==> src/design/slcd_pkg.sv <==
`default_nettype none
package slcd_pkg;

    localparam int IMAGE_BYTES = 16;
    localparam int IMG_AW      = $clog2(IMAGE_BYTES);

    // Command codes; codes above FUNC_INIT do nothing.
    localparam logic [3:0] FUNC_DIGIT    = 4'd0;
    localparam logic [3:0] FUNC_PAIR     = 4'd1;
    localparam logic [3:0] FUNC_ICON_ON  = 4'd2;
    localparam logic [3:0] FUNC_ICON_OFF = 4'd3;
    localparam logic [3:0] FUNC_ICON_TOG = 4'd4;
    localparam logic [3:0] FUNC_FAN      = 4'd5;
    localparam logic [3:0] FUNC_FLUSH    = 4'd6;
    localparam logic [3:0] FUNC_CLEAR    = 4'd7;
    localparam logic [3:0] FUNC_SET      = 4'd8;
    localparam logic [3:0] FUNC_INIT     = 4'd9;

    localparam logic [2:0] ICON_ALL = 3'd7;

    // Bytes sent to the LCD controller.
    localparam logic [7:0] BYTE_DATA_CMD   = 8'h40;
    localparam logic [7:0] BYTE_ADDR_FLUSH = 8'hC2;
    localparam logic [7:0] BYTE_ADDR_FILL  = 8'hC0;
    localparam logic [7:0] BYTE_DISP_ON    = 8'h97;
    localparam logic [7:0] BYTE_MODE       = 8'h00;
    localparam logic [7:0] BYTE_BLANK      = 8'h00;
    localparam logic [7:0] BYTE_FULL       = 8'hFF;

    // Step numbers of the final byte of each run; STEP_INIT_HEAD is the length of the init head.
    localparam logic [4:0] STEP_FLUSH_LAST = 5'd14;
    localparam logic [4:0] STEP_FILL_LAST  = 5'd17;
    localparam logic [4:0] STEP_INIT_LAST  = 5'd19;
    localparam logic [4:0] STEP_INIT_HEAD  = 5'd2;

    typedef struct packed {
        logic [3:0] func;
        logic [3:0] position;
        logic [7:0] value;
        logic [2:0] icon;
    } t_in_item;

    typedef struct packed {
        logic [7:0] spi_byte;
        logic       strobe_end;
        logic       last;
    } t_out_item;

    typedef enum logic [1:0] {
        CLS_NONE,
        CLS_RMW,
        CLS_EMIT
    } t_cls;

    typedef enum logic [1:0] {
        ICOP_SET,
        ICOP_CLR,
        ICOP_TOG
    } t_icop;

    typedef enum logic [2:0] {
        S_IDLE,
        S_RD,
        S_WR,
        S_PREP,
        S_EMIT
    } t_state;

    typedef struct packed {
        logic load;
        logic rd_en;
        logic wr_en;
        logic next_op;
        logic emit;
        logic next_step;
    } t_dp_cmd;

    typedef struct packed {
        t_cls in_cls;
        logic last_op;
        logic last_byte;
        logic out_room;
    } t_dp_stat;

    function automatic t_cls cmd_class(input logic [3:0] func);
        t_cls c;
        case (func)
            FUNC_DIGIT, FUNC_PAIR, FUNC_ICON_ON, FUNC_ICON_OFF,
            FUNC_ICON_TOG, FUNC_FAN:                            c = CLS_RMW;
            FUNC_FLUSH, FUNC_CLEAR, FUNC_SET, FUNC_INIT:        c = CLS_EMIT;
            default:                                            c = CLS_NONE;
        endcase
        return c;
    endfunction

    function automatic logic [IMG_AW-1:0] digit_slot(input logic [3:0] pos);
        logic [IMG_AW-1:0] s;
        case (pos)
            4'd0:    s = IMG_AW'(10);
            4'd1:    s = IMG_AW'(9);
            4'd2:    s = IMG_AW'(5);
            4'd3:    s = IMG_AW'(4);
            4'd4:    s = IMG_AW'(12);
            4'd5:    s = IMG_AW'(11);
            4'd6:    s = IMG_AW'(2);
            4'd7:    s = IMG_AW'(3);
            4'd8:    s = IMG_AW'(14);
            default: s = '0;
        endcase
        return s;
    endfunction

    function automatic logic [7:0] seg_a(input logic [3:0] d);
        logic [7:0] b;
        case (d)
            4'd0: b = 8'hAF;  4'd1: b = 8'h06;  4'd2: b = 8'h6D;  4'd3: b = 8'h4F;
            4'd4: b = 8'hC6;  4'd5: b = 8'hCB;  4'd6: b = 8'hEB;  4'd7: b = 8'h0E;
            4'd8: b = 8'hEF;  4'd9: b = 8'hCF;
            default: b = BYTE_BLANK;
        endcase
        return b;
    endfunction

    function automatic logic [7:0] seg_b(input logic [3:0] d);
        logic [7:0] b;
        case (d)
            4'd0: b = 8'hF5;  4'd1: b = 8'h60;  4'd2: b = 8'hB6;  4'd3: b = 8'hF2;
            4'd4: b = 8'h63;  4'd5: b = 8'hD3;  4'd6: b = 8'hD7;  4'd7: b = 8'h70;
            4'd8: b = 8'hF7;  4'd9: b = 8'hF3;
            default: b = BYTE_BLANK;
        endcase
        return b;
    endfunction

    function automatic logic [7:0] seg_c(input logic [3:0] d);
        logic [7:0] b;
        case (d)
            4'd0: b = 8'h5F;  4'd1: b = 8'h06;  4'd2: b = 8'h6B;  4'd3: b = 8'h2F;
            4'd4: b = 8'h36;  4'd5: b = 8'h3D;  4'd6: b = 8'h7D;  4'd7: b = 8'h07;
            4'd8: b = 8'h7F;  4'd9: b = 8'h3F;
            default: b = BYTE_BLANK;
        endcase
        return b;
    endfunction

    function automatic logic [IMG_AW-1:0] icon_slot(input logic [2:0] k);
        logic [IMG_AW-1:0] s;
        case (k)
            3'd0:    s = IMG_AW'(10);
            3'd1:    s = IMG_AW'(9);
            3'd2:    s = IMG_AW'(5);
            3'd3:    s = IMG_AW'(4);
            3'd4:    s = IMG_AW'(2);
            3'd5:    s = IMG_AW'(12);
            3'd6:    s = IMG_AW'(14);
            default: s = '0;
        endcase
        return s;
    endfunction

    function automatic logic [7:0] icon_mask(input logic [2:0] k);
        logic [7:0] m;
        case (k)
            3'd0, 3'd1, 3'd2, 3'd3: m = 8'h10;
            3'd4:                   m = 8'h08;
            3'd5, 3'd6:             m = 8'h80;
            default:                m = 8'h00;
        endcase
        return m;
    endfunction

    // Fan icons in fan-index order: fan1, fan2, fan3.
    function automatic logic [2:0] fan_icon(input logic [1:0] j);
        logic [2:0] k;
        case (j)
            2'd0:    k = 3'd1;
            2'd1:    k = 3'd3;
            default: k = 3'd6;
        endcase
        return k;
    endfunction

endpackage
`default_nettype wire

==> src/design/slcd_ctrl.sv <==
`default_nettype none
module slcd_ctrl import slcd_pkg::*; (
    input  wire logic     i_clk,
    input  wire logic     i_rst_n,
    input  wire logic     i_in_valid,
    output logic          o_in_ready,
    input  wire t_dp_stat i_stat,
    output t_dp_cmd       o_cmd
);

    t_state r_state;
    t_state n_state;

    always_ff @(posedge i_clk) begin
        if (!i_rst_n) begin
            r_state <= S_IDLE;
        end else begin
            r_state <= n_state;
        end
    end

    always_comb begin
        n_state = r_state;
        case (r_state)
            S_IDLE: begin
                if (i_in_valid) begin
                    case (i_stat.in_cls)
                        CLS_RMW:  n_state = S_RD;
                        CLS_EMIT: n_state = S_PREP;
                        default:  n_state = S_IDLE;
                    endcase
                end
            end
            S_RD:   n_state = S_WR;
            S_WR:   n_state = i_stat.last_op ? S_IDLE : S_RD;
            S_PREP: n_state = S_EMIT;
            S_EMIT: begin
                if (i_stat.out_room) begin
                    n_state = i_stat.last_byte ? S_IDLE : S_PREP;
                end
            end
            default: n_state = S_IDLE;
        endcase
    end

    always_comb begin
        o_in_ready = 1'b0;
        o_cmd      = '0;
        case (r_state)
            S_IDLE: begin
                o_in_ready = 1'b1;
                o_cmd.load = i_in_valid;
            end
            S_RD:   o_cmd.rd_en = 1'b1;
            S_WR: begin
                o_cmd.wr_en   = 1'b1;
                o_cmd.next_op = !i_stat.last_op;
            end
            S_PREP: o_cmd.rd_en = 1'b1;
            S_EMIT: begin
                o_cmd.emit      = i_stat.out_room;
                o_cmd.next_step = i_stat.out_room && !i_stat.last_byte;
            end
            default: o_cmd = '0;
        endcase
    end

endmodule
`default_nettype wire

==> src/design/slcd_dpath.sv <==
`default_nettype none
module slcd_dpath import slcd_pkg::*; (
    input  wire logic      i_clk,
    input  wire logic      i_rst_n,
    input  wire t_in_item  i_in_item,
    input  wire t_dp_cmd   i_cmd,
    output t_dp_stat       o_stat,
    input  wire logic      i_out_ready,
    output logic           o_out_valid,
    output t_out_item      o_out_item
);

    // Segment image: one write and one registered read per cycle.
    logic [7:0]             r_mem [IMAGE_BYTES];
    logic [IMAGE_BYTES-1:0] r_vld;
    logic [7:0]             r_rd_data;
    logic                   r_rd_vld;

    t_in_item   r_item, n_item;
    logic [4:0] r_tens, n_tens;
    logic [2:0] r_sub, n_sub;
    logic [4:0] r_step, n_step;
    logic       r_out_valid, n_out_valid;
    t_out_item  r_out_item, n_out_item;

    logic [15:0]       tens_prod;
    logic [7:0]        rd_eff;
    logic [7:0]        ones_full;
    logic [4:0]        dpos;
    logic [7:0]        num;
    logic [3:0]        dsel;
    logic [7:0]        seg;
    logic [7:0]        keep;
    logic [2:0]        ik;
    logic [7:0]        imask;
    t_icop             iop;
    logic [7:0]        new_byte;
    logic [IMG_AW-1:0] slot;
    logic              wr_ok;
    logic [IMG_AW-1:0] addr;
    logic [2:0]        op_last;
    logic              is_dig;
    logic              is_emit;
    logic [4:0]        eff_step;
    logic [7:0]        fill;
    t_out_item         emit_item;

    assign rd_eff  = r_rd_vld ? r_rd_data : BYTE_BLANK;
    assign is_dig  = (r_item.func == FUNC_DIGIT) || (r_item.func == FUNC_PAIR);
    assign is_emit = (cmd_class(r_item.func) == CLS_EMIT);

    // Tens digit by reciprocal: exact for every 8-bit value.
    assign tens_prod = 16'(i_in_item.value) * 16'd205;
    assign ones_full = r_item.value - {r_tens, 3'b000} - {2'b00, r_tens, 1'b0};

    // Read-modify-write of one image byte.
    always_comb begin
        dpos = {1'b0, r_item.position};
        if ((r_item.func == FUNC_PAIR) && r_sub[0]) begin
            dpos = dpos + 5'd1;
        end
        if (r_item.func == FUNC_PAIR) begin
            num = r_sub[0] ? {4'b0000, ones_full[3:0]} : {3'b000, r_tens};
        end else begin
            num = r_item.value;
        end
        dsel = (num < 8'd10) ? num[3:0] : 4'd11;
        if (dpos <= 5'd3) begin
            seg  = seg_a(dsel);
            keep = 8'h10;
        end else if ((dpos == 5'd6) || (dpos == 5'd7)) begin
            seg  = seg_b(dsel);
            keep = 8'h08;
        end else begin
            seg  = seg_c(dsel);
            keep = 8'h80;
        end

        if (r_item.func == FUNC_FAN) begin
            ik  = fan_icon(r_sub[1:0]);
            iop = (r_item.value == {5'b00000, r_sub}) ? ICOP_SET : ICOP_CLR;
        end else begin
            ik = (r_item.icon == ICON_ALL) ? r_sub : r_item.icon;
            case (r_item.func)
                FUNC_ICON_ON:  iop = ICOP_SET;
                FUNC_ICON_OFF: iop = ICOP_CLR;
                default:       iop = ICOP_TOG;
            endcase
        end
        imask = icon_mask(ik);

        if (is_dig) begin
            slot     = digit_slot(dpos[3:0]);
            wr_ok    = (dpos <= 5'd8);
            new_byte = seg | (rd_eff & keep);
        end else begin
            slot  = icon_slot(ik);
            wr_ok = 1'b1;
            case (iop)
                ICOP_SET: new_byte = rd_eff | imask;
                ICOP_CLR: new_byte = rd_eff & ~imask;
                default:  new_byte = rd_eff ^ imask;
            endcase
        end

        case (r_item.func)
            FUNC_PAIR: op_last = 3'd1;
            FUNC_FAN:  op_last = 3'd2;
            FUNC_ICON_ON, FUNC_ICON_OFF, FUNC_ICON_TOG:
                op_last = (r_item.icon == ICON_ALL) ? 3'd6 : 3'd0;
            default:   op_last = 3'd0;
        endcase
    end

    assign addr = is_emit ? r_step[IMG_AW-1:0] : slot;

    // Byte of the current output step. Init is a two-byte head followed by
    // a clear-panel run.
    always_comb begin
        eff_step = r_step;
        if ((r_item.func == FUNC_INIT) && (r_step >= STEP_INIT_HEAD)) begin
            eff_step = r_step - STEP_INIT_HEAD;
        end
        fill      = (r_item.func == FUNC_SET) ? BYTE_FULL : BYTE_BLANK;
        emit_item = '0;
        if ((r_item.func == FUNC_INIT) && (r_step < STEP_INIT_HEAD)) begin
            emit_item.spi_byte   = (r_step == 5'd0) ? BYTE_MODE : BYTE_DISP_ON;
            emit_item.strobe_end = 1'b1;
        end else if (eff_step == 5'd0) begin
            emit_item.spi_byte   = BYTE_DATA_CMD;
            emit_item.strobe_end = 1'b1;
        end else if (eff_step == 5'd1) begin
            emit_item.spi_byte = (r_item.func == FUNC_FLUSH) ? BYTE_ADDR_FLUSH
                                                            : BYTE_ADDR_FILL;
        end else if (r_item.func == FUNC_FLUSH) begin
            emit_item.spi_byte   = rd_eff;
            emit_item.strobe_end = (eff_step == STEP_FLUSH_LAST);
        end else begin
            emit_item.spi_byte   = fill;
            emit_item.strobe_end = (eff_step == STEP_FILL_LAST);
        end
        case (r_item.func)
            FUNC_FLUSH: emit_item.last = (r_step == STEP_FLUSH_LAST);
            FUNC_INIT:  emit_item.last = (r_step == STEP_INIT_LAST);
            default:    emit_item.last = (r_step == STEP_FILL_LAST);
        endcase
    end

    always_comb begin
        n_item      = r_item;
        n_tens      = r_tens;
        n_sub       = r_sub;
        n_step      = r_step;
        n_out_valid = r_out_valid;
        n_out_item  = r_out_item;
        if (i_cmd.load) begin
            n_item = i_in_item;
            n_tens = tens_prod[15:11];
            n_sub  = '0;
            n_step = '0;
        end
        if (i_cmd.next_op) begin
            n_sub = r_sub + 3'd1;
        end
        if (i_cmd.next_step) begin
            n_step = r_step + 5'd1;
        end
        if (i_cmd.emit) begin
            n_out_valid = 1'b1;
            n_out_item  = emit_item;
        end else if (i_out_ready) begin
            n_out_valid = 1'b0;
        end
    end

    always_ff @(posedge i_clk) begin
        if (!i_rst_n) begin
            r_out_valid <= 1'b0;
            r_sub       <= '0;
            r_step      <= '0;
            r_vld       <= '0;
        end else begin
            r_out_valid <= n_out_valid;
            r_sub       <= n_sub;
            r_step      <= n_step;
            if (i_cmd.wr_en && wr_ok) begin
                r_vld[addr] <= 1'b1;
            end
        end
    end

    always_ff @(posedge i_clk) begin
        r_item     <= n_item;
        r_tens     <= n_tens;
        r_out_item <= n_out_item;
        if (i_cmd.rd_en) begin
            r_rd_data <= r_mem[addr];
            r_rd_vld  <= r_vld[addr];
        end
        if (i_cmd.wr_en && wr_ok) begin
            r_mem[addr] <= new_byte;
        end
    end

    assign o_stat.in_cls    = cmd_class(i_in_item.func);
    assign o_stat.last_op   = (r_sub == op_last);
    assign o_stat.last_byte = emit_item.last;
    assign o_stat.out_room  = !r_out_valid || i_out_ready;

    assign o_out_valid = r_out_valid;
    assign o_out_item  = r_out_item;

endmodule
`default_nettype wire

==> src/design/segment_lcd_frame_buffer_serializer_core.sv <==
// Segment LCD frame buffer with serial byte output.
// Input channel (i_in_valid / o_in_ready / i_in_item) takes one command per
// transfer. Digit, pair, icon and fan commands update the 16-byte segment
// image and produce no output. Flush, clear-panel, set-panel and init
// commands produce a run of bytes on the output channel (o_out_valid /
// i_out_ready / o_out_item), the final byte of each run flagged by last.
// Timing: one command is worked on at a time. An image update reads, then
// writes, each byte that it touches. Each output byte is first read from
// the single-port image store into a register and then placed in the
// output register, one byte at a time.
// The next command is taken as soon as the final byte sits in the output
// register. When the receiver stalls, the pending byte holds and the run
// pauses. Reset empties the output register, returns the controller to
// idle and makes the whole image read as zero.
`default_nettype none
module segment_lcd_frame_buffer_serializer_core import slcd_pkg::*; (
    input  wire logic      i_clk,
    input  wire logic      i_rst_n,
    input  wire logic      i_in_valid,
    output logic           o_in_ready,
    input  wire t_in_item  i_in_item,
    output logic           o_out_valid,
    input  wire logic      i_out_ready,
    output t_out_item      o_out_item
);

    t_dp_cmd  cmd;
    t_dp_stat stat;

    slcd_ctrl u_ctrl (
        .i_clk      (i_clk),
        .i_rst_n    (i_rst_n),
        .i_in_valid (i_in_valid),
        .o_in_ready (o_in_ready),
        .i_stat     (stat),
        .o_cmd      (cmd)
    );

    slcd_dpath u_dpath (
        .i_clk       (i_clk),
        .i_rst_n     (i_rst_n),
        .i_in_item   (i_in_item),
        .i_cmd       (cmd),
        .o_stat      (stat),
        .i_out_ready (i_out_ready),
        .o_out_valid (o_out_valid),
        .o_out_item  (o_out_item)
    );

endmodule
`default_nettype wire

==> config.mk <==
export PLATFORM = sky130hd
export DESIGN_NAME = segment_lcd_frame_buffer_serializer_core
export DESIGN_NICKNAME = d
export VERILOG_FILES = /design/src/design/slcd_pkg.sv /design/src/design/slcd_ctrl.sv /design/src/design/slcd_dpath.sv /design/src/design/segment_lcd_frame_buffer_serializer_core.sv
export SDC_FILE = /design/constraint.sdc
export NUM_CORES = 1
export LEC_CHECK = 0
export CAP_MARGIN = 20
export CORE_ASPECT_RATIO = 0.5
export CORE_MARGIN = 10
export CORE_UTILIZATION = 50
export DETAILED_ROUTE_END_ITERATION = 10
export DONT_BUFFER_PORTS = 1
export PLACE_DENSITY = 0.7
export SLEW_MARGIN = 0
export SYNTH_ARGS = -nofsm -noshare
export SYNTH_HDL_FRONTEND = slang
export SYNTH_HIERARCHICAL = 1
export SYNTH_SLANG_ARGS = --single-unit
export TNS_END_PERCENT = 1
==> constraint.sdc <==
create_clock -name i_clk -period 6.5 [get_ports i_clk]
set_clock_uncertainty 0.05 [all_clocks]
set_input_delay 0.65 -clock i_clk [delete_from_list [all_inputs] [get_ports i_clk]]
set_output_delay 0.65 -clock i_clk [all_outputs]
set_load 0.02 [all_outputs]
# == Yosys cells after proc, flatten, opt, wreduce, memory -nomap -nowiden ==
# Memory sizes are Yosys's and may differ from the RTL's. A register that Yosys moved wholly into a read port is not among the register bits.
# Cells that the tools add are included.
# op_classes
add_sub_neg,6
n_mul,1
magnitude_cmp,7
eq_ne,36
muxes,58
bitwise,7
n_reduce_logical,28
# op_table
cell,n
8-bit 2-to-1 mux,10
4-bit one-hot mux with 7 select lines,1
9-bit 2-to-1 mux,3
5-bit 2-to-1 mux,5
8-bit one-hot mux with 3 select lines,1
3-bit 2-to-1 mux,7
8-bit AND,2
8-bit by 8-bit multiplier with 16-bit output (second input constant),1
4-bit 2-to-1 mux,4
16-bit OR,1
8-bit OR,2
8-bit one-hot mux with 2 select lines,1
3-bit equality test (second input constant),5
5-bit equality test (second input constant),3
3-bit one-hot mux with 5 select lines,1
1-bit 2-to-1 mux,13
3-bit by 2-bit equality test with 1-bit output (second input constant),4
4-bit by 3-bit equality test with 1-bit output (second input constant),3
5-bit by 3-bit equality test with 1-bit output (second input constant),2
5-bit by 4-bit equality test with 1-bit output (second input constant),2
5-bit logical NOT,2
2-bit 2-to-1 mux,5
3-bit one-hot mux with 3 select lines,1
4-bit by 2-bit equality test with 1-bit output (second input constant),2
40 further kinds,62
# word_totals
register_bits,63
ram_bits,128
romBits,464
inputBits,23
wordCells,164
memories,7
# mem_list
memory,words,word_bits,rd,rd_clocked_by_memory_dff,write_ports,line,rtl
u_dpath.r_mem,16,8,1,1,1,slcd_dpath.sv:14,logic [7:0] r_mem [IMAGE_BYTES];
(name not given),16,7,1,0,0,slcd_pkg.sv:115,case (d)
(name not given),16,7,1,0,0,slcd_pkg.sv:126,case (d)
(name not given),16,7,1,0,0,slcd_pkg.sv:137,case (d)
(name not given),16,4,1,0,0,slcd_pkg.sv:98,case (pos)
(name not given),16,2,1,0,0,slcd_pkg.sv:87,case (func)
1 more memories,--,--,--,--,--,--,

# == Longest topological paths before layout ==
# Gate-level depths: netlist of the first run.
# logic_depth
depth_word,12
mapped_depth,15
mapped_depth_nobuf,15

# == Modules after synthesis ==
# The synthesis of the first run kept the hierarchy.
# by_module_without_submodules
mod,n_inst,cells_each,area_per_inst_um2
slcd_dpath,1,870,10986.8
slcd_ctrl,1,29,262.8

# == Worst setup path before layout of the first run ==
# OpenSTA, ideal clock, no wires.
# synth_timing
path_type,input port to flip-flop
startpoint,input port i_in_item[4] (netlist bit)
endpoint,"register u_dpath.r_tens[1], data pin"
setup_time_ns,0.256
arrival_ns,3.580
required_time_ns,6.194
slack_ns,2.614
cell_stages,15
n_path_buf,0
cell_sequence,ha_1 inv_1 fa_1 inv_1 fa_1 inv_1 fa_1 inv_1 ha_1 nor3_1 o21ai_0 a31oi_1 nor2b_1 nor3_1 nor2_1
# synth_between
elab_chain_len,1
# synth_rtl
item,line,rtl
from (decl),segment_lcd_frame_buffer_serializer_core.sv:21,"input wire t_in_item i_in_item,"
8-bit by 8-bit multiplier with 16-bit output,slcd_dpath.sv:53,assign tens_prod = 16'(i_in_item.value) * 16'd205;
via u_dpath.tens_prod[12],slcd_dpath.sv:26,logic [15:0] tens_prod;
to (signal assigned),slcd_dpath.sv:194,r_tens <= n_tens;
to (decl),slcd_dpath.sv:20,"logic [4:0] r_tens, n_tens;"
# The timed path passes the listed nets, and every way through them passes these cells.
# A chain may end at the register's enable or synchronous reset.

# == Worst setup path after layout of the first run ==
# layout_timing
startpoint,register u_dpath/r_item[18] (netlist bit)
endpoint,"register u_dpath.r_rd_data[0], read port of u_dpath.r_mem, data pin"
# layout_between
elab_chain_len,6
elab_cells_between_ends,18
cone_classes,eq/ne: 8; mux: 5; reduce/logical: 4; memory: 1
# layout_rtl
item,line,rtl
from (decl),slcd_dpath.sv:19,"t_in_item r_item, n_item;"
from (signal assigned),slcd_dpath.sv:193,r_item <= n_item;
4-bit by 1-bit equality test with 1-bit output or 4-bit by 3-bit equality test with 1-bit output (tied branches),"slcd_dpath.sv:49, slcd_dpath.sv:59, slcd_dpath.sv:79",
1-bit logical AND or 3-bit 2-to-1 mux (tied branches),"slcd_dpath.sv:59, slcd_dpath.sv:79",
5-bit 2-to-1 mux (tied with other cells),slcd_dpath.sv:59,if ((r_item.func == FUNC_PAIR) && r_sub[0]) begin
memory 16 x 4 bit or 4-bit one-hot mux with 7 select lines (tied branches),--,
4-bit 2-to-1 mux (*),slcd_dpath.sv:92,if (is_dig) begin
4-bit 2-to-1 mux (*),slcd_dpath.sv:115,assign addr = is_emit ? r_step[IMG_AW-1:0] : slot;
to (decl),slcd_dpath.sv:16,logic [7:0] r_rd_data;
# Mark *: on every way between the ends. The rest lies on a longest branch, timed or not.

==> results of run 1 <==
[kinds of logic (layout without fill, tap and decap cells)]
family,Yosys count,count (layout),share of synthesized area [%]
compound gates,161,161,10.2
mux,146,146,13.0
buf+inv,101,117,4.60
flops,201,201,51.0
simple gates,190,190,9.88
xor+xnor,19,19,1.55
fa+ha+maj,81,81,9.74
[area by class of cell]
type                    instances  area [sq um]  area share (%)
multi-input cells             597          5010            41.3
inverters                      57           214            1.76
clock buffers                  29           534            4.40
clock inverters                 7          76.3           0.629
repair buffers                 24           191            1.58
flip-flops and latches        201          5740            47.3
well taps                     300           375            3.09
[worst min-delay path by stage]
stage                                   startpoint                              to  slack, ns  cells past startpoint
finish                               i_in_item[18]    u_dpath/r_item[18]$_DFFE_PP_       0.20                      0
floorplan            u_dpath/r_vld[0]$_SDFFE_PN0P_   u_dpath/r_vld[0]$_SDFFE_PN0P_       0.39                      1
global route                         i_in_item[18]    u_dpath/r_item[18]$_DFFE_PP_       0.18                      0
CTS                                  i_in_item[18]    u_dpath/r_item[18]$_DFFE_PP_       0.18                      0
global placement     u_dpath/r_vld[0]$_SDFFE_PN0P_   u_dpath/r_vld[0]$_SDFFE_PN0P_       0.40                      1
detailed placement  u_dpath/r_vld[14]$_SDFFE_PN0P_  u_dpath/r_vld[14]$_SDFFE_PN0P_       0.40                      1
[layout by cell type, fill, tap and decap left out, drive strengths merged, types with 12 or more instances in the layout]
cell / synthesis / routed
dfxtp: 30 / 30
inv: 57 / 57
a31oi: 12 / 12
nor2: 41 / 41
mux2i: 143 / 143
clkbuf: 15 / 30
o21ai: 34 / 34
ha: 70 / 70
nand2: 34 / 34
xnor2: 13 / 13
buf: 29 / 23
nor3: 30 / 30
a21oi: 39 / 39
edfxtp: 171 / 171
o21a: 21 / 21
nor2b: 13 / 13
[metal layers]
layer	part of all wire (%)	vias up	track usage, %
met2	46	170	25.2
met4	1.8	2	3.71
met1	48	3364	22.3
met5	0.055	-	0
met3	4.7	35	2.47
li1	-	3345	-
[worst register-to-register path, delay by kind of cell (launching register included)]
kind | cells | cell delay (ns)
AO/OA/AOI/OAI | 2 | 0.71
adder cells (fa/ha/maj) | 2 | 0.61
buffers and inverters | 2 | 0.59
flip-flops | 1 | 0.58
multiplexers | 4 | 1.14
AND/OR/NAND/NOR | 2 | 0.89
[sequential cells by signal, indices dropped and copies added (netlist names), named ones only]
signal	cells
u_dpath/r_vld	16
u_dpath/r_rd_vld	1
u_dpath/r_rd_data	8
u_ctrl/r_state	3
u_dpath/r_step	5
u_dpath/o_out_valid	1
u_dpath/r_mem	128
u_dpath/o_out_item	10
u_dpath/r_item	19
u_dpath/r_tens	5
u_dpath/r_sub	3
[power by group]
| group | internal, mW | switching (mW) |
|---|---|---|
| clock network | 0.616 | 0.474 |
| registers | 1.47 | 0.0343 |
| logic | 0.324 | 0.466 |
==> impl_table.tex, run 1 <==
\begin{tabular}{lr}
\hline
Metric & Value \\
\hline
\multicolumn{2}{l}{\textbf{Clocking}} \\
H-tree levels & 1 \\
CTS sink count & 201 \\
Clock latency at the later pin of the worst-skew pair & 0.50 ns \\
Buffer type at the clock tree root & clkbuf\_16 \\
Worst-case clock buffer depth & 3 \\
\# Post-CTS Setup Buffers & 0 \\
Clock tree from TritonCTS & done \\
Total clock buffers created by CTS & 20 \\
Post-cts repair resize count & 0 \\
Hold buffers post-CTS & 0 \\
Clock transition at the registers of the reported paths & 0.07 ns \\
\multicolumn{2}{l}{\textbf{Logic synthesis}} \\
Yosys reg bits & 201 \\
Syn nets & 1003 \\
Number of flops mapped to enable cells by yosys & 171 \\
Ranking of synthesized cells by area & edfxtp\_1, mux2i\_1, ha\_1 \\
Seq/Total Area, Yosys & 51.0\% \\
Count of cell types in the netlist & 90 \\
Synth top cells by count & edfxtp\_1, mux2i\_1, ha\_1, inv\_1, nor2\_1 \\
Mapped cell area & 11200 sq um \\
Cell type with the largest total area after synthesis & edfxtp\_1 \\
Mean area per synthesized cell & 12.5 sq um \\
Fraction of registers with async set/reset & 0\% \\
Proportion of netlist area held by the largest area contributor & 45.6\% \\
Yosys Warn Count & 6 \\
Flip-flop cell with the highest count after synthesis & edfxtp\_1 \\
Library cell with the highest instance count after synthesis & edfxtp\_1 \\
Gate Count Post-Synth & 899 \\
\multicolumn{2}{l}{\textbf{Layout}} \\
Share of post-route cells with drive strength above 1 & 9.84\% \\
Cell area after layout & 12100 sq um \\
Final instance count without filler cells & 1215 \\
Share of the core filled with cells & 55.5\% \\
FILL cells & 1835 \\
Area added between synthesis and finish & 7.89\% \\
Total number of nets in the final design & 1005 \\
Antenna diode count & 0 \\
\multicolumn{2}{l}{\textbf{Worst setup path}} \\
R2r startpoint & u\_dpath/r\_item[18]\$\_DFFE\_PP\_ \\
R2r setup slk & 1.65 ns \\
Number of cells on the critical path & 12 \\
Category of the most critical setup path & reg -> reg \\
Critical path data required time & 6.67 ns \\
Kind of capture point of the worst setup path & flop \\
Kind of launch point of the worst setup path & flop \\
List of cells traversed by the critical path & nor4b\_4 -> ha\_1 -> mux2\_2 -> inv\_2 -> ha\_1 -> nand3\_1 -> o311ai\_1 -> a22o\_2 -> buf\_4 -> mux2i\_1 -> mux2i\_1 -> mux2i\_1 \\
Most used cell along the critical path & mux2i\_1 \\
Path depth of the worst reg2reg path & 12 \\
Worst path bufs/invs & 2 \\
End point of the critical path & u\_dpath/r\_rd\_data[0]\$\_DFFE\_PP\_ \\
Top Family by Delay on Critical Path & multiplexers \\
Critical Path Source & u\_dpath/r\_item[18]\$\_DFFE\_PP\_ \\
Slowest stage delay, CP & 0.78 ns \\
Data arrival, critical path & 5.02 ns \\
CP max FO & 21 \\
Cell at the slowest stage of the critical path & nor4b\_4 \\
End of the worst register-to-register path & u\_dpath/r\_rd\_data[0]\$\_DFFE\_PP\_ \\
\multicolumn{2}{l}{\textbf{Timing}} \\
Transition time at the pin with the least slew margin & 1.14 ns \\
Setup violators final & 0 \\
Max Clk Rate & 206 MHz \\
Post-Route Hold Slack & 0.197 ns \\
Setup repair after global routing missed its margin & no \\
Post-layout worst setup margin & 1.65 ns \\
Final hold vios & 0 \\
Aggregate negative setup slack & 0 ns \\
Max-slew violation count & 0 \\
Minimum clock period after layout & 4.85 ns \\
Relative slew slack & 24.1\% \\
Share of the clock period used by the worst path after layout & 74.6\% \\
\multicolumn{2}{l}{\textbf{Floorplanning}} \\
Chip Width & 232 um \\
Count of standard-cell rows & 38 \\
Die outline height & 126 um \\
Number of I/O pins & 35 \\
Initial standard-cell utilization of the core & 51.4\% \\
Placeable core region & 21900 sq um \\
Die footprint & 29300 sq um \\
\multicolumn{2}{l}{\textbf{Hold path}} \\
Worst Hold Class & in -> reg \\
\multicolumn{2}{l}{\textbf{Routing}} \\
Total detailed-routing wirelength & 23.7 mm \\
Number of vias per cell & 5.69 \\
Post-DR wirelength/cell & 19.5 um \\
Violation count after the first detailed-route iteration & 566 \\
Total via count in the routed design & 6916 \\
Final ANT Viol Nets & 0 \\
Detailed-route DRC error count & 0 \\
First-pass iteration count of the detailed router & 5 \\
\multicolumn{2}{l}{\textbf{Job}} \\
Number of max-capacitance violations reported & 0 \\
\multicolumn{2}{l}{\textbf{Placed design}} \\
Placed cell area & 11500 sq um \\
Gpl congestion & 0.890 \\
Detailed-placement wirelength estimate & 16.6 mm \\
Quantity of I/O buffers inserted on ports & 0 \\
Pre-CTS setup slack & 1.59 ns \\
Placed insts & 1176 \\
\multicolumn{2}{l}{\textbf{Power and ir drop}} \\
Total power divided by cell area & 279 nW/um\^{}2 \\
Leak & 4.66 nW \\
Worst IR drop on VDD & 169 uV \\
Final Power & 3.39 mW \\
\multicolumn{2}{l}{\textbf{Global routing}} \\
Sum of overflow across all layers after global routing & 0 \\
Overall track demand over capacity in global routing & 15.8\% \\
Via count of the first global-routing pass & 6714 \\
Number of antenna violations at the first check in global routing & 1 \\
Wire length of the first global-routing pass & 37.5 mm \\
Pin count of the biggest net entering global routing & 74 \\
\multicolumn{2}{l}{\textbf{Run status}} \\
Status & completed \\
\hline
\end{tabular}
(Power assumes the default switching activity.)
==> run 2, diff against run 1 <==
- clock period: 6.5 -> 4.6 ns (I/O delays scaled with it)
==> run 2 against run 1 <==
Against the previous run: sequential share of layout area fell by 0.76 points; wire length grew 1.1%; via count grew 3.3%; worst hold slack worse by 0.18 ns; flip-flop and latch count did not move; non-clock buffer count is 23 higher; global-route usage is 0.37 points higher; worst setup slack worse by 1.2 ns; final area up 1.6%; critical path depth decreased by 2; clock power up 37%; die area did not move; largest cell class unchanged; highest routed layer is now met4.
==> impl_table.tex, run 2 (synthesized netlist as in run 1, its figures left out) <==
\begin{tabular}{lr}
\hline
Metric & Value \\
\hline
\multicolumn{2}{l}{\textbf{Run status}} \\
Status & completed \\
\multicolumn{2}{l}{\textbf{Global routing}} \\
Number of antenna violations at the first check in global routing & 0 (-1) \\
Sum of overflow across all layers after global routing & 0 (unchanged) \\
Via count of the first global-routing pass & 7011 (+4.4\%) \\
Pin count of the biggest net entering global routing & 35 (-53\%) \\
Wire length of the first global-routing pass & 38.6 mm (+2.9\%) \\
Overall track demand over capacity in global routing & 16.2\% (+0.37 points) \\
\multicolumn{2}{l}{\textbf{Layout}} \\
Commonest cells after routing, fill and taps aside & edfxtp\_1, mux2i\_1, ha\_1 \\
Total number of nets in the final design & 1027 (+2.2\%) \\
Largest regs & u\_dpath/r\_mem x128, u\_dpath/r\_item x19, u\_dpath/r\_vld x16 \\
Antenna diode count & 0 (unchanged) \\
Register bank with the most flops & u\_dpath/r\_mem \\
Max FFs per register & 128 (unchanged) \\
Share of post-route cells with drive strength above 1 & 10.6\% (+0.74 points) \\
Leading cell type in the layout, fill and taps excluded & edfxtp\_1 \\
Area added between synthesis and finish & 9.65\% \\
\multicolumn{2}{l}{\textbf{Routing}} \\
Highest routing layer actually used & met4 \\
Routed met3 length & 1.37 mm (+23\%) \\
Total detailed-routing wirelength & 24.0 mm (+1.1\%) \\
First-pass iteration count of the detailed router & 6 (+1) \\
Met1 Wirelength & 11.0 mm (-2.9\%) \\
Violation count after the first detailed-route iteration & 525 (-7.2\%) \\
Post-DR wirelength/cell & 19.4 um (-0.64\%) \\
Length of routed met2 wiring & 11.2 mm (+3.2\%) \\
Total via count in the routed design & 7143 (+3.3\%) \\
Final ANT Viol Nets & 0 (unchanged) \\
Number of vias per cell & 5.78 (+1.5\%) \\
Detailed-route DRC error count & 0 (unchanged) \\
\multicolumn{2}{l}{\textbf{Floorplanning}} \\
Number of I/O pins & 35 (unchanged) \\
Die outline height & 126 um (unchanged) \\
Initial standard-cell utilization of the core & 51.4\% (unchanged) \\
Chip Width & 232 um (unchanged) \\
Placeable core region & 21900 sq um (unchanged) \\
Count of standard-cell rows & 38 (unchanged) \\
Die footprint & 29300 sq um (unchanged) \\
\multicolumn{2}{l}{\textbf{Power and ir drop}} \\
Total power divided by cell area & 386 nW/um\^{}2 (+38\%) \\
Final Power & 4.77 mW (+41\%) \\
Leak & 4.78 nW (+2.4\%) \\
Worst IR drop on VDD & 216 uV (+28\%) \\
\multicolumn{2}{l}{\textbf{Timing}} \\
Relative slew slack & 27.9\% (+3.8 points) \\
Max Clk Rate & 238 MHz (+16\%) \\
Post-layout worst setup margin & 0.403 ns (-1.25 ns) \\
Max-slew violation count & 0 (unchanged) \\
Share of the clock period used by the worst path after layout & 91.2\% (+17 points) \\
Setup violators final & 0 (unchanged) \\
Aggregate negative setup slack & 0 ns (unchanged) \\
Minimum clock period after layout & 4.20 ns (-0.652 ns) \\
Transition time at the pin with the least slew margin & 1.08 ns (-0.0565 ns) \\
Setup repair after global routing missed its margin & no \\
Final hold vios & 0 (unchanged) \\
\multicolumn{2}{l}{\textbf{Clocking}} \\
H-tree levels & 1 (unchanged) \\
Total clock buffers created by CTS & 19 (-5.0\%) \\
Buffer type at the clock tree root & clkbuf\_16 \\
CTS sink count & 201 (unchanged) \\
Hold buffers post-CTS & 13 (+13) \\
\# Post-CTS Setup Buffers & 0 (unchanged) \\
Worst-case clock buffer depth & 3 (unchanged) \\
Clock transition at the registers of the reported paths & 0.06 ns (about the same) \\
Clock latency at the later pin of the worst-skew pair & 0.50 ns (about the same) \\
Post-cts repair resize count & 0 (unchanged) \\
Clock tree from TritonCTS & done \\
\multicolumn{2}{l}{\textbf{Worst setup path}} \\
R2r setup slk & 0.40 ns (-1.25 ns) \\
Category of the most critical setup path & reg -> reg \\
R2r startpoint & u\_dpath/r\_item[17]\$\_DFFE\_PP\_ \\
Data arrival, critical path & 4.26 ns (-0.76 ns) \\
Most used cell along the critical path & ha\_1 \\
Path depth of the worst reg2reg path & 10 (-2) \\
Kind of capture point of the worst setup path & flop \\
Cell at the slowest stage of the critical path & nor3\_2 \\
Kind of launch point of the worst setup path & flop \\
CP max FO & 13 (-38\%) \\
End of the worst register-to-register path & u\_dpath/r\_mem[3][2]\$\_DFFE\_PP\_ \\
Critical path data required time & 4.66 ns (-2.01 ns) \\
List of cells traversed by the critical path & nor4b\_4 -> ha\_1 -> mux2\_2 -> ha\_1 -> and3\_1 -> o21bai\_1 -> a211oi\_4 -> nor2b\_1 -> nand2\_1 -> nor3\_2 \\
Slowest stage delay, CP & 0.71 ns (-0.07 ns) \\
\multicolumn{2}{l}{\textbf{Hold path}} \\
Hold Crit Depth & 0 (unchanged) \\
Min-delay src & i\_in\_item[9] \\
Hold Path Sink & u\_dpath/r\_item[9]\$\_DFFE\_PP\_ \\
Worst Hold Class & in -> reg \\
\multicolumn{2}{l}{\textbf{Placed design}} \\
Pre-CTS setup slack & 0.362 ns (-1.23 ns) \\
Quantity of I/O buffers inserted on ports & 0 (unchanged) \\
Gpl congestion & 0.861 (-3.3\%) \\
Detailed-placement wirelength estimate & 17.0 mm (+2.3\%) \\
\multicolumn{2}{l}{\textbf{Job}} \\
Number of max-capacitance violations reported & 0 (unchanged) \\
\hline
\end{tabular}
## run 2: changes by cell type in the layout (fill, tap and decap cells not counted), moves of 2 or more
| cell | previous run | this run |
|---|---|---|
| dlygate4sd3_1 | 0 | 13 |
| buf_12 | 1 | 3 |
| clkinv_4 | 2 | 0 |
| buf_4 | 20 | 29 |
| clkbuf_8 | 0 | 3 |
## run 2: through the flow
stage               hold slack [ns]  std cells  utilization [%]  area [sq um]
floorplan                     0.390        899                -         11200
global placement              0.395       1186             53.0         11600
detailed placement            0.404       1186             53.0         11600
CTS                         0.00258       1233             56.3         12300
global route                0.00150       1236             56.4         12300
finish                       0.0154       1236             56.4         12300
## run 2: worst max-delay path, delay by kind of cell, from the launching register on
family | cells | cell delay [ns]
AOI/OAI and AO/OA | 2 | 0.53
and+or+nand+nor | 5 | 1.59
adders and majority gates | 2 | 0.64
DFF | 1 | 0.57
muxes | 1 | 0.43
## run 2: where the power goes
part           switching, mW  internal [mW]
sequential            0.0456           2.08
combinational          0.663          0.489
clock                  0.650          0.836
total                   1.36           3.41
## run 2: metal layers
layer | track usage [%] | vias up
li1 | - | 3396
met4 | 3.06 | 0
met1 | 22.2 | 3518
met5 | 0 | -
met3 | 2.44 | 36
met2 | 26.9 | 193
## run 2: worst max-delay path by stage
stage	from	cells past startpoint	to	slack, ns
6_report	u_dpath/r_item[17]$_DFFE_PP_	10	u_dpath/r_mem[3][2]$_DFFE_PP_	0.40
5_1_grt	u_dpath/r_item[17]$_DFFE_PP_	11	u_dpath/r_mem[3][3]$_DFFE_PP_	0.16
4_1_cts	u_dpath/r_item[5]$_DFFE_PP_	14	u_dpath/r_mem[15][5]$_DFFE_PP_	0.32
3_5_place_dp	u_dpath/r_item[5]$_DFFE_PP_	14	u_dpath/r_mem[8][5]$_DFFE_PP_	0.36
3_3_place_gp	u_dpath/r_item[5]$_DFFE_PP_	14	u_dpath/r_mem[8][5]$_DFFE_PP_	0.48
2_1_floorplan	u_dpath/r_item[18]$_DFFE_PP_	9	u_dpath/r_mem[0][4]$_DFFE_PP_	0.79
## run 2: area by class of cell
cell class	count	area (sq um)
Inverter	57	214
Fill cell	1804	9540
Clock buffer	30	558
Timing Repair Buffer	47	427
Clock inverter	4	22.5
Tap cell	300	375
Multi-Input combinational cell	597	5000
Sequential cell	201	5740
==> run 3, diff against run 2 <==
- CTS_CLUSTER_DIAMETER: default -> 30
- PLACE_DENSITY: 0.7 -> default
==> run 3 against run 2 <==
Against the previous run: sequential power hardly changed; wire length grew 3.0%; total power grew 10%; non-clock buffer count increased by 9; final cell count is 2.2% higher; core utilization is 1.6 points higher; sequential share of layout area fell by 1.3 points; maximum frequency shrank 2.2%; largest power group unchanged.
==> impl_table.tex, run 3 (synthesized netlist as in run 1, its figures left out) <==
\begin{tabular}{lr}
\hline
Metric & Value \\
\hline
\multicolumn{2}{l}{\textbf{Layout}} \\
FILL cells & 1807 (+0.17\%) \\
Leading cell type in the layout, fill and taps excluded & edfxtp\_1 \\
Antenna diode count & 0 (unchanged) \\
Total number of nets in the final design & 1045 (+1.8\%) \\
Share of the core filled with cells & 58.0\% (+1.6 points) \\
Largest regs & u\_dpath/r\_mem x128, u\_dpath/r\_item x19, u\_dpath/r\_vld x16 \\
Multi-input combinational cell area & 5000 sq um (unchanged) \\
Area added between synthesis and finish & 12.8\% \\
Max FFs per register & 128 (unchanged) \\
Register bank with the most flops & u\_dpath/r\_mem \\
Register cell area after layout & 5740 sq um (unchanged) \\
Share of post-route cells with drive strength above 1 & 12.3\% (+1.7 points) \\
Commonest cells after routing, fill and taps aside & edfxtp\_1, mux2i\_1, ha\_1 \\
\multicolumn{2}{l}{\textbf{Timing}} \\
Transition time at the pin with the least slew margin & 1.11 ns (+0.0234 ns) \\
Post-Route Hold Slack & 0.0238 ns (+0.00837 ns) \\
Relative slew slack & 25.9\% (-2.0 points) \\
Setup violators final & 0 (unchanged) \\
Final hold vios & 0 (unchanged) \\
Aggregate negative setup slack & 0 ns (unchanged) \\
Share of the clock period used by the worst path after layout & 93.3\% (+2.0 points) \\
Max Clk Rate & 233 MHz (-2.2\%) \\
Max-slew violation count & 0 (unchanged) \\
Setup repair after global routing missed its margin & no \\
Minimum clock period after layout & 4.29 ns (+0.0933 ns) \\
\multicolumn{2}{l}{\textbf{Global routing}} \\
Wire length of the first global-routing pass & 38.4 mm (-0.52\%) \\
Sum of overflow across all layers after global routing & 0 (unchanged) \\
Pin count of the biggest net entering global routing & 73 (+110\%) \\
Via count of the first global-routing pass & 6978 (-0.47\%) \\
Number of antenna violations at the first check in global routing & 0 (unchanged) \\
Overall track demand over capacity in global routing & 16.5\% (+0.28 points) \\
\multicolumn{2}{l}{\textbf{Floorplanning}} \\
Die footprint & 29300 sq um (unchanged) \\
Initial standard-cell utilization of the core & 51.4\% (unchanged) \\
Number of I/O pins & 35 (unchanged) \\
Placeable core region & 21900 sq um (unchanged) \\
Die outline height & 126 um (unchanged) \\
Count of standard-cell rows & 38 (unchanged) \\
Chip Width & 232 um (unchanged) \\
\multicolumn{2}{l}{\textbf{Routing}} \\
Total detailed-routing wirelength & 24.7 mm (+3.0\%) \\
First-pass iteration count of the detailed router & 5 (-1) \\
Final ANT Viol Nets & 0 (unchanged) \\
Number of vias per cell & 5.64 (-2.4\%) \\
Violation count after the first detailed-route iteration & 420 (-20\%) \\
Post-DR wirelength/cell & 19.6 um (+0.77\%) \\
Total via count in the routed design & 7125 (-0.25\%) \\
Detailed-route DRC error count & 0 (unchanged) \\
\multicolumn{2}{l}{\textbf{Job}} \\
Number of max-capacitance violations reported & 0 (unchanged) \\
\multicolumn{2}{l}{\textbf{Power and ir drop}} \\
Leak & 4.93 nW (+3.3\%) \\
Worst IR drop on VDD & 243 uV (+13\%) \\
Total power divided by cell area & 414 nW/um\^{}2 (+7.2\%) \\
Final Power & 5.26 mW (+10\%) \\
\multicolumn{2}{l}{\textbf{Clocking}} \\
CTS sink count & 201 (unchanged) \\
Clock latency at the later pin of the worst-skew pair & 0.55 ns (+0.05 ns) \\
Total clock buffers created by CTS & 28 (+9) \\
Clock transition at the registers of the reported paths & 0.06 ns (about the same) \\
H-tree levels & 1 (unchanged) \\
Buffer type at the clock tree root & clkbuf\_16 \\
Worst-case clock buffer depth & 3 (unchanged) \\
Clock tree from TritonCTS & done \\
Post-cts repair resize count & 0 (unchanged) \\
\multicolumn{2}{l}{\textbf{Placed design}} \\
Quantity of I/O buffers inserted on ports & 0 (unchanged) \\
Gpl congestion & 0.901 (+4.6\%) \\
Detailed-placement wirelength estimate & 17.2 mm (+1.5\%) \\
\multicolumn{2}{l}{\textbf{Hold path}} \\
Worst Hold Class & in -> reg \\
\multicolumn{2}{l}{\textbf{Worst setup path}} \\
CP max FO & 16 (+3) \\
Data arrival, critical path & 4.44 ns (+0.18 ns) \\
Kind of capture point of the worst setup path & flop \\
Category of the most critical setup path & reg -> reg \\
Critical path data required time & 4.75 ns (+0.09 ns) \\
Kind of launch point of the worst setup path & flop \\
\multicolumn{2}{l}{\textbf{Run status}} \\
Status & completed \\
\hline
\end{tabular}
-- run 3: changes by cell type in the layout (fill, tap and decap cells not counted), moves of 2 or more --
cell,change
buf_12,-2
buf_4,+4
clkbuf_1,-5
clkbuf_16,+8
clkbuf_8,-3
clkinv_1,+6
clkinvlp_4,+5
dlygate4sd3_1,+7
inv_6,+2
-- run 3: path summary, 6_finish.rpt --
| kind | start | end | slack (ns) | cells past startpoint |
|---|---|---|---|---|
| max reg2reg | u_dpath/r_item[5]$_DFFE_PP_ | u_dpath/r_mem[9][5]$_DFFE_PP_ | 0.31 | 14 |
| min reg2reg | u_dpath/r_vld[12]$_SDFFE_PN0P_ | u_dpath/r_vld[12]$_SDFFE_PN0P_ | 0.41 | 1 |
| max | u_dpath/r_item[5]$_DFFE_PP_ | u_dpath/r_mem[9][5]$_DFFE_PP_ | 0.31 | 14 |
| min | i_rst_n | u_dpath/r_step[4]$_SDFFE_PN0P_ | 0.02 | 1 |
-- run 3: through the flow --
step	worst slack [ns]	std cells	cell area, sq um
after floorplan	0.787	899	11200
after global placement	0.431	1189	11600
after detailed placement	0.325	1189	11600
after CTS	0.298	1261	12700
after global routing	0.0187	1263	12700
final	0.310	1263	12700
-- run 3: final cells by class --
class                   count  area share (%)
well taps                 300            2.96
repair buffers             56            3.77
flip-flops and latches    201            45.2
clock inverters            21            1.37
multi-input cells         597            39.4
inverters                  57            1.69
clock buffers              31            5.61
-- run 3: critical path, stage by stage, from the launching register on --
cell      delay, ns
edfxtp_1       0.40
inv_1          0.06
ha_1           0.30
or3b_1         0.37
and3_4         0.20
o21ba_1        0.19
o21ai_4        0.22
and2_1         0.31
a211oi_1       0.15
ha_1           0.31
nor2_1         0.04
a21oi_1        0.11
o21ai_0        0.16
o32a_1         0.23
o21ai_1        0.84
-- run 3: repair_timing --
action,CTS,global route
hold buffers,20,0
buffers inserted,0,0
hold endpoints to repair,44,0
-- run 3: where the power goes --
| part | internal (mW) | leakage, nW | switching [mW] |
|---|---|---|---|
| clock | 1.18 | 0.415 | 0.806 |
| sequential | 2.08 | 1.82 | 0.0480 |
| combinational | 0.478 | 2.70 | 0.658 |
-- run 3: per-layer routing --
layer | GRT usage, % | wire, um
met1 | 23.1 | 11900
met5 | 0 | 0
met3 | 3.43 | 1320
met4 | 3.90 | 455
met2 | 25.7 | 11100
